File: src/hdl/lbp_histogram_assert.svh
// Assertion macros shared by the LBP histogram RTL.
`ifndef LBP_HISTOGRAM_ASSERT_SVH
`define LBP_HISTOGRAM_ASSERT_SVH
`ifndef NO_ASSERTIONS
// Property that must hold at every clock edge outside reset.
`define LBPH_CHECK(lbl, prop, msg) \
  lbl: assert property (@(posedge clk) disable iff (!rst_n) (prop)) else $error(msg);
// When ante holds, cons must hold in the next cycle.
`define LBPH_CHECK_NEXT(lbl, ante, cons, msg) \
  lbl: assert property (@(posedge clk) disable iff (!rst_n) (ante) |=> (cons)) else $error(msg);
`else
`define LBPH_CHECK(lbl, prop, msg)
`define LBPH_CHECK_NEXT(lbl, ante, cons, msg)
`endif
`endif

File: src/hdl/lbph_pkg.sv
// Shared constants, types and helpers of the LBP histogram block.
`timescale 1ns / 1ps
package lbph_pkg;

  localparam int MaxColumns = 1024;
  localparam int MaxRows    = 1024;
  localparam int ColW       = $clog2(MaxColumns);
  localparam int RowW       = (MaxRows > 1) ? $clog2(MaxRows) : 1;
  localparam int ColCntW    = ColW + 1;
  localparam int RowCntW    = RowW + 1;

  localparam int DimW      = 11;
  localparam int PixW      = 8;
  localparam int BinW      = 8;
  localparam int CodeBins  = 256;
  localparam int CountW    = 21;
  localparam int ModeW     = 2;
  localparam int CfgIdxW   = 1;
  localparam int NumSlots  = 3;
  localparam int SlotW     = 2;

  localparam logic [CountW-1:0] CountMax = {CountW{1'b1}};
  localparam logic [DimW-1:0]   DimReset = DimW'(1024);

  typedef enum logic [ModeW-1:0] {
    MODE_PIXEL = 2'd0,
    MODE_READ  = 2'd1,
    MODE_CLEAR = 2'd2
  } mode_t;

  typedef enum logic [CfgIdxW-1:0] {
    REG_COLUMNS = 1'd0,
    REG_ROWS    = 1'd1
  } reg_idx_t;

  typedef enum logic [2:0] {
    ST_IDLE,
    ST_READ_WAIT,
    ST_INIT_ABOVE,
    ST_INIT_FINAL,
    ST_LOAD,
    ST_SHIFT,
    ST_HIST_RD,
    ST_HIST_WR
  } ctrl_state_t;

  typedef struct packed {
    logic pix_write;
    logic clear;
    logic rd_issue;
    logic rd_load;
    logic walk_start;
    logic walk_final;
    logic line_rd;
    logic win_shift;
    logic col_inc;
    logic hist_rd;
    logic hist_wr;
  } lbph_cmd_t;

  typedef struct packed {
    logic row_end;
    logic has_above;
    logic last_row;
    logic done;
    logic walk_last;
    logic walk_final;
    logic col_first;
    logic col_end;
    logic out_free;
  } lbph_stat_t;

  // Next line-store slot, counting modulo three.
  function automatic logic [SlotW-1:0] slot_inc(input logic [SlotW-1:0] s);
    slot_inc = (s == SlotW'(NumSlots - 1)) ? '0 : s + SlotW'(1);
  endfunction

endpackage

File: src/hdl/lbph_ctrl.sv
// Sequencer for pixel intake, bin reads, clears and the row walks that count codes.
`timescale 1ns / 1ps
`include "lbp_histogram_assert.svh"
module lbph_ctrl (
  input  logic                      clk,
  input  logic                      rst_n,
  input  logic                      in_valid,
  input  logic [lbph_pkg::ModeW-1:0] in_mode,
  output logic                      in_ready,
  input  lbph_pkg::lbph_stat_t      stat,
  output lbph_pkg::lbph_cmd_t       cmd
);
  import lbph_pkg::*;

  ctrl_state_t state_r;
  ctrl_state_t state_nxt;

  always_ff @(posedge clk) begin
    if (!rst_n) begin
      state_r <= ST_IDLE;
    end else begin
      state_r <= state_nxt;
    end
  end

  always_comb begin
    state_nxt = state_r;
    case (state_r)
      ST_IDLE: begin
        if (in_valid) begin
          case (mode_t'(in_mode))
            MODE_PIXEL: begin
              if (!stat.done && stat.row_end) begin
                if (stat.has_above) begin
                  state_nxt = ST_INIT_ABOVE;
                end else if (stat.last_row) begin
                  state_nxt = ST_INIT_FINAL;
                end
              end
            end
            MODE_READ:  state_nxt = ST_READ_WAIT;
            default:    state_nxt = ST_IDLE;
          endcase
        end
      end
      ST_READ_WAIT: begin
        if (stat.out_free) begin
          state_nxt = ST_IDLE;
        end
      end
      ST_INIT_ABOVE: state_nxt = ST_LOAD;
      ST_INIT_FINAL: state_nxt = ST_LOAD;
      ST_LOAD:       state_nxt = ST_SHIFT;
      ST_SHIFT:      state_nxt = stat.col_first ? ST_LOAD : ST_HIST_RD;
      ST_HIST_RD:    state_nxt = ST_HIST_WR;
      ST_HIST_WR: begin
        if (!stat.col_end) begin
          state_nxt = ST_LOAD;
        end else if (!stat.walk_final && stat.walk_last) begin
          state_nxt = ST_INIT_FINAL;
        end else begin
          state_nxt = ST_IDLE;
        end
      end
      default: state_nxt = ST_IDLE;
    endcase
  end

  always_comb begin
    cmd      = '0;
    in_ready = 1'b0;
    case (state_r)
      ST_IDLE: begin
        in_ready = 1'b1;
        if (in_valid) begin
          case (mode_t'(in_mode))
            MODE_PIXEL: cmd.pix_write = !stat.done;
            MODE_READ:  cmd.rd_issue  = 1'b1;
            MODE_CLEAR: cmd.clear     = 1'b1;
            default:    cmd           = '0;
          endcase
        end
      end
      ST_READ_WAIT:  cmd.rd_load = stat.out_free;
      ST_INIT_ABOVE: cmd.walk_start = 1'b1;
      ST_INIT_FINAL: begin
        cmd.walk_start = 1'b1;
        cmd.walk_final = 1'b1;
      end
      ST_LOAD:       cmd.line_rd = 1'b1;
      ST_SHIFT: begin
        cmd.win_shift = 1'b1;
        cmd.col_inc   = stat.col_first;
      end
      ST_HIST_RD:    cmd.hist_rd = 1'b1;
      ST_HIST_WR: begin
        cmd.hist_wr = 1'b1;
        cmd.col_inc = !stat.col_end;
      end
      default:       cmd = '0;
    endcase
  end

  `LBPH_CHECK_NEXT(a_wr_follows_rd, cmd.hist_rd, cmd.hist_wr, "histogram read not followed by its write")
  `LBPH_CHECK(a_walk_blocks_input, !(cmd.walk_start && in_ready), "walk started while taking input")

endmodule

File: config.mk
export PLATFORM = sky130hd
export DESIGN_NAME = lbph_ctrl
export DESIGN_NICKNAME = d
export VERILOG_FILES = /design/src/hdl/lbph_pkg.sv /design/src/hdl/lbph_ctrl.sv
export VERILOG_INCLUDE_DIRS = /design/src /design/src/hdl
export SDC_FILE = /design/constraint.sdc
export NUM_CORES = 1
export LEC_CHECK = 0
export BUFFER_PORTS_ARGS = -buffer_cell sky130_fd_sc_hd__buf_2
export CAP_MARGIN = 20
export CORE_AREA = 2 2 39 41
export CTS_BUF_LIST = sky130_fd_sc_hd__clkbuf_8
export DETAILED_ROUTE_END_ITERATION = 12
export DIE_AREA = 0 0 41 43
export GPL_TIMING_DRIVEN = 0
export HOLD_SLACK_MARGIN = 0.1
export RECOVER_POWER = 25
export SYNTH_ARGS = -nofsm -noshare
export SYNTH_HDL_FRONTEND = slang
export SYNTH_SLANG_ARGS = --single-unit
File: constraint.sdc
create_clock -name clk -period 1.2 [get_ports clk]
set_clock_uncertainty 0.15 [all_clocks]
set_input_delay 0.3 -clock clk [delete_from_list [all_inputs] [get_ports clk]]
set_output_delay 0.3 -clock clk [all_outputs]
set_load 0.03 [all_outputs]
======== Yosys cells after proc, flatten, opt, wreduce, memory -nomap -nowiden ========
Cells that the tools add are included.
storage, ports and cells
  flip-flop bits (word level) ............. 3
  input bits .............................. 14
  output and inout port bits .............. 12
operators by class
  multiplexer cells ....................... 24
  reduce and logical (&&, ||, !) cells .... 9
  eq/ne operators ......................... 13
operator list
  cell                count
  $mux 3              7
  $pmux 3 s7          1
  $pmux 1 s2          7
  $eq 3x3->1 const B  4
  $mux 11             1
  $eq 3x2->1 const B  2
  $pmux 3 s2          1
  $mux 1              4
  $mux 2              2
  $ne 2x2->1 const B  2
  $ne 4x4->1 const B  1
  $reduce_and 4->1    1
  $eq 3x1->1 const B  1
  $logic_not 1->1     3
  $logic_not 3->1     1
  $ne 3x3->1 const B  1
  $pmux 1 s3          1
  $eq 2x1->1 const B  1
  $eq 2x2->1 const B  1
  $logic_and 1x1->1   2
  $logic_not 2->1     1
  $reduce_or 2->1     1

======== Depth between registers and ports, before layout ========
  depth after elaboration ................. 6
  mapped depth ............................ 5

======== Worst setup path before layout ========
No wires, ideal clock.
  kind .................................... reg2out
  from .................................... reg state_r[0]
  to ...................................... out cmd[9] in the netlist's numbering
  setup slack ............................. -0.962 ns
  data required time ...................... 0.750 ns
  cell stages (with the launch flop) ...... 5
  arrival time ............................ 1.712 ns
  buffers on the path ..................... 1
  cell sequence ........................... dfxtp_1 buf_6 nor3_4 nand2_1 nor3b_1
RTL lines
  element                   RTL line         source
  start: declaration        lbph_ctrl.sv:15  ctrl_state_t state_r;
  start signal: assignment  lbph_ctrl.sv:22  state_r <= state_nxt;
  end: declaration          lbph_ctrl.sv:11  output lbph_pkg::lbph_cmd_t cmd

==> results.json <==
{
  "relSlewSlack_pct": 77.4,
  "violations": "setup timing",
  "io_buffers": 25,
  "synth_common_cells": "4 x a21oi_1, 4 x inv_1, 4 x nand2_1, 4 x nor2_1, 3 x dfxtp_1",
  "critical_path_class": "reg -> out",
  "floorplan.die_area_mm2": 0.00176,
  "cts_bufs_inserted": 3,
  "netlist_instances": 41,
  "cts.htree.levels": 1,
  "grt_most_used_layer": "met2",
  "num_antenna_cells": 0,
  "cts.clk_slew.worst_paths_ps": 30,
  "synth_async_sr_flop_share_pct": 0,
  "setup_viol": 14,
  "fmax_ghz": 0.561,
  "power.share.combinational_pct": 73.7,
  "ys_warn_count": 0,
  "cts-root-to-sink-buffers": 2,
  "route.antenna.remaining_nets": 0,
  "final_core_util_pct": 60.8,
  "rsz0062_at_grt": "true",
  "worstPathCellList": "nor3_4, nand2_2, nor3b_4, buf_6",
  "num_io_pins": 26,
  "worstMarginPinSlew_ps": 337,
  "detailroute.via_count": 487,
  "routabilityCongestion": 0.633,
  "min_delay_path_class": "in -> reg",
  "critPathTopFamily": "simple AND/OR/NAND/NOR gates",
  "tritoncts": "built",
  "clock-root-buffer": "clkbuf_8",
  "finalInstanceArea_um2": 841,
  "ys_top_cells_by_area": "dfxtp_1 20%, a21oi_1 6.8%, nor3_4 5.5%",
  "yosysUniqueCellTypes": 22,
  "irDropWorstVdd_mv": 1.07,
  "final_max_slew_viol_count": 0,
  "run_status": "finished, violations left",
  "route.detailed.vias_per_inst": 4.77,
  "hold_viol_final": 0,
  "switching_portion_of_total_power_pct": 41.9,
  "fp.dieH_um": 43,
  "critical_path_arrival_ps": 1330,
  "synth_edf_count": 0,
  "largest_reg_flops": 3,
  "dr.pass1.iters": 4,
  "drive_above_1_share_pct": 81.4,
  "largest_register": "state_r",
  "critical_path.max_fanout": 5,
  "largest_registers": "state_r x3",
  "nNetsFinal": 101,
  "post_synth_instance_area_um2": 294,
  "grtUsageMet3_pct": 3.14,
  "layout.filler_cells": 126,
  "pre_cts_slack_ps": -433,
  "setup_total_negative_slack_ps": -6180,
  "postPlaceCellArea_um2": 500,
  "cp_slowest_cell": "dfxtp_4",
  "synth.avg_cell_area_um2": 7.17,
  "start_util_pct": 21.2,
  "stdcell_count": 102,
  "multiInputGateArea_um2": 345,
  "grt_overflow_total": 0,
  "grt_antenna_before_repair": 0,
  "numClockSinks": 3,
  "clock_network_latency_to_the_later_pin_of_the_worst_skew_pair_ps": 210,
  "routedWlPerCell_um": 13.6,
  "drt-total-wl_um": 1390,
  "postSynthRegisterBits": 3,
  "dominantRegCellSynth": "dfxtp_1",
  "post-synth-top-area-cell": "dfxtp_1",
  "synth.net_count": 55,
  "post-place-cells": 82,
  "sequential_to_total_area_share_from_yosys_stat_pct": 20.4,
  "grt_first_pass_wirelength_um": 1990,
  "number_of_maximum_capacitance_constraint_violations": 0,
  "flow.area_growth_from_synthesis_pct": 186,
  "internal-power_mw": 1.16,
  "floorplan.rows": 14,
  "dieWidth_um": 41,
  "critPathRequiredTime_ps": 750,
  "grt_util_all_layers_pct": 16.7,
  "worst_setup_path_end_kind": "output pin",
  "static_leakage_nw": 0.408,
  "global_route.usage.met2_pct": 27.5,
  "met1_usage_pct": 18.3,
  "worstSetupStartpointType": "register",
  "power.share.clock_pct": 14.2,
  "timing.final.ws_setup_ps": -582,
  "dr.first_iter.drc_count": 4,
  "ff_latch_area_um2": 68.8,
  "cp_slowest_stage_delay_ps": 360,
  "via_count_of_the_first_global_routing_pass": 469,
  "hold_buffers": 0,
  "finalCriticalPeriod_ps": 1780,
  "power_per_cell_area_mw_per_mm2": 2380,
  "post-synth-top-area-fraction_pct": 20.4,
  "half_perimeter_wire_length_of_the_detailed_placement_result_um": 723,
  "power.switching_uw": 837,
  "critical_path_buf_inv_count": 1,
  "pwr-share-seq_pct": 12.1,
  "timing.final.crit_share_pct": 149,
  "grt_start_max_net_pins": 9,
  "core-area_mm2": 0.00138,
  "remaining_drc_errors": 0
}
[metrics by stage]
stage / total power [mW] / hold slack [ps]
final: 2.00 / 148
after global routing: 2.10 / 151
after CTS: 1.74 / 143
after detailed placement: 0.951 / 366
after global placement: 0.939 / 361
after floorplan: 0.778 / 235
[power by group through the flow]
stage / registers (mW) / clock network (mW) / logic, mW
2_1_floorplan: 0.206 / 0 / 0.572
3_3_place_gp: 0.219 / 0 / 0.720
3_5_place_dp: 0.221 / 0 / 0.731
4_1_cts: 0.230 / 0.290 / 1.22
5_1_grt: 0.248 / 0.298 / 1.56
6_report: 0.241 / 0.284 / 1.47
[metal layers]
metal	part of all wire, %	vias up
li1	-	237
met1	36	232
met2	59	16
met3	4.5	2
met4	0.65	0
met5	0	-
[layout by cell type, fill, tap and decap left out, types with 2 or more instances in the layout]
cell	n
inv_1	5
buf_4	12
a21oi_1	2
nor2_1	3
a21oi_2	2
nor3b_4	2
clkbuf_8	3
buf_2	13
buf_6	17
nor3_4	2
dfxtp_4	2
nand2_2	3
[layout make-up]
cell class	count	area share, %
sequential	3	8.18
multi-input combinational	33	41.1
tap	16	2.38
clock inverter	1	0.446
timing repair buffer	42	41.2
inverter	4	1.79
clock buffer	3	4.91
[kinds of logic (layout without fill, tap and decap cells)]
family          count (synthesis)  after routing  synth area share (%)
compound gates                 10             10                  22.6
simple gates                   23             23                  48.1
buf+inv                         5             50                  8.93
flops                           3              3                  20.4
[worst register-to-register path, stage by stage, from the launching register on]
cell and delay (ps):
dfxtp_4 360, nor3_4 270, buf_4 160, buf_6 100
buf_6 100, a21oi_2 40, a311oi_1 280
[path summary, 6_finish.rpt]
check	start	to	slack (ps)	cells after the start
worst max-delay path	state_r[1]	cmd[9]	-580	4
worst min-delay path	stat[1]	state_r[2]	150	2
worst max register to register	state_r[1]	state_r[0]	-360	6
worst min register to register	state_r[1]	state_r[2]	590	2
[repair_timing]
| action | CTS | global route |
|---|---|---|
| pin swaps | 9 | 11 |
| setup buffers | 9 | 9 |
| resized for setup | 35 | 13 |
| setup endpoints to repair | 14 | 14 |
| hold endpoints to repair | 0 | 0 |
No activity file was read; power rests on OpenSTA's default activity.
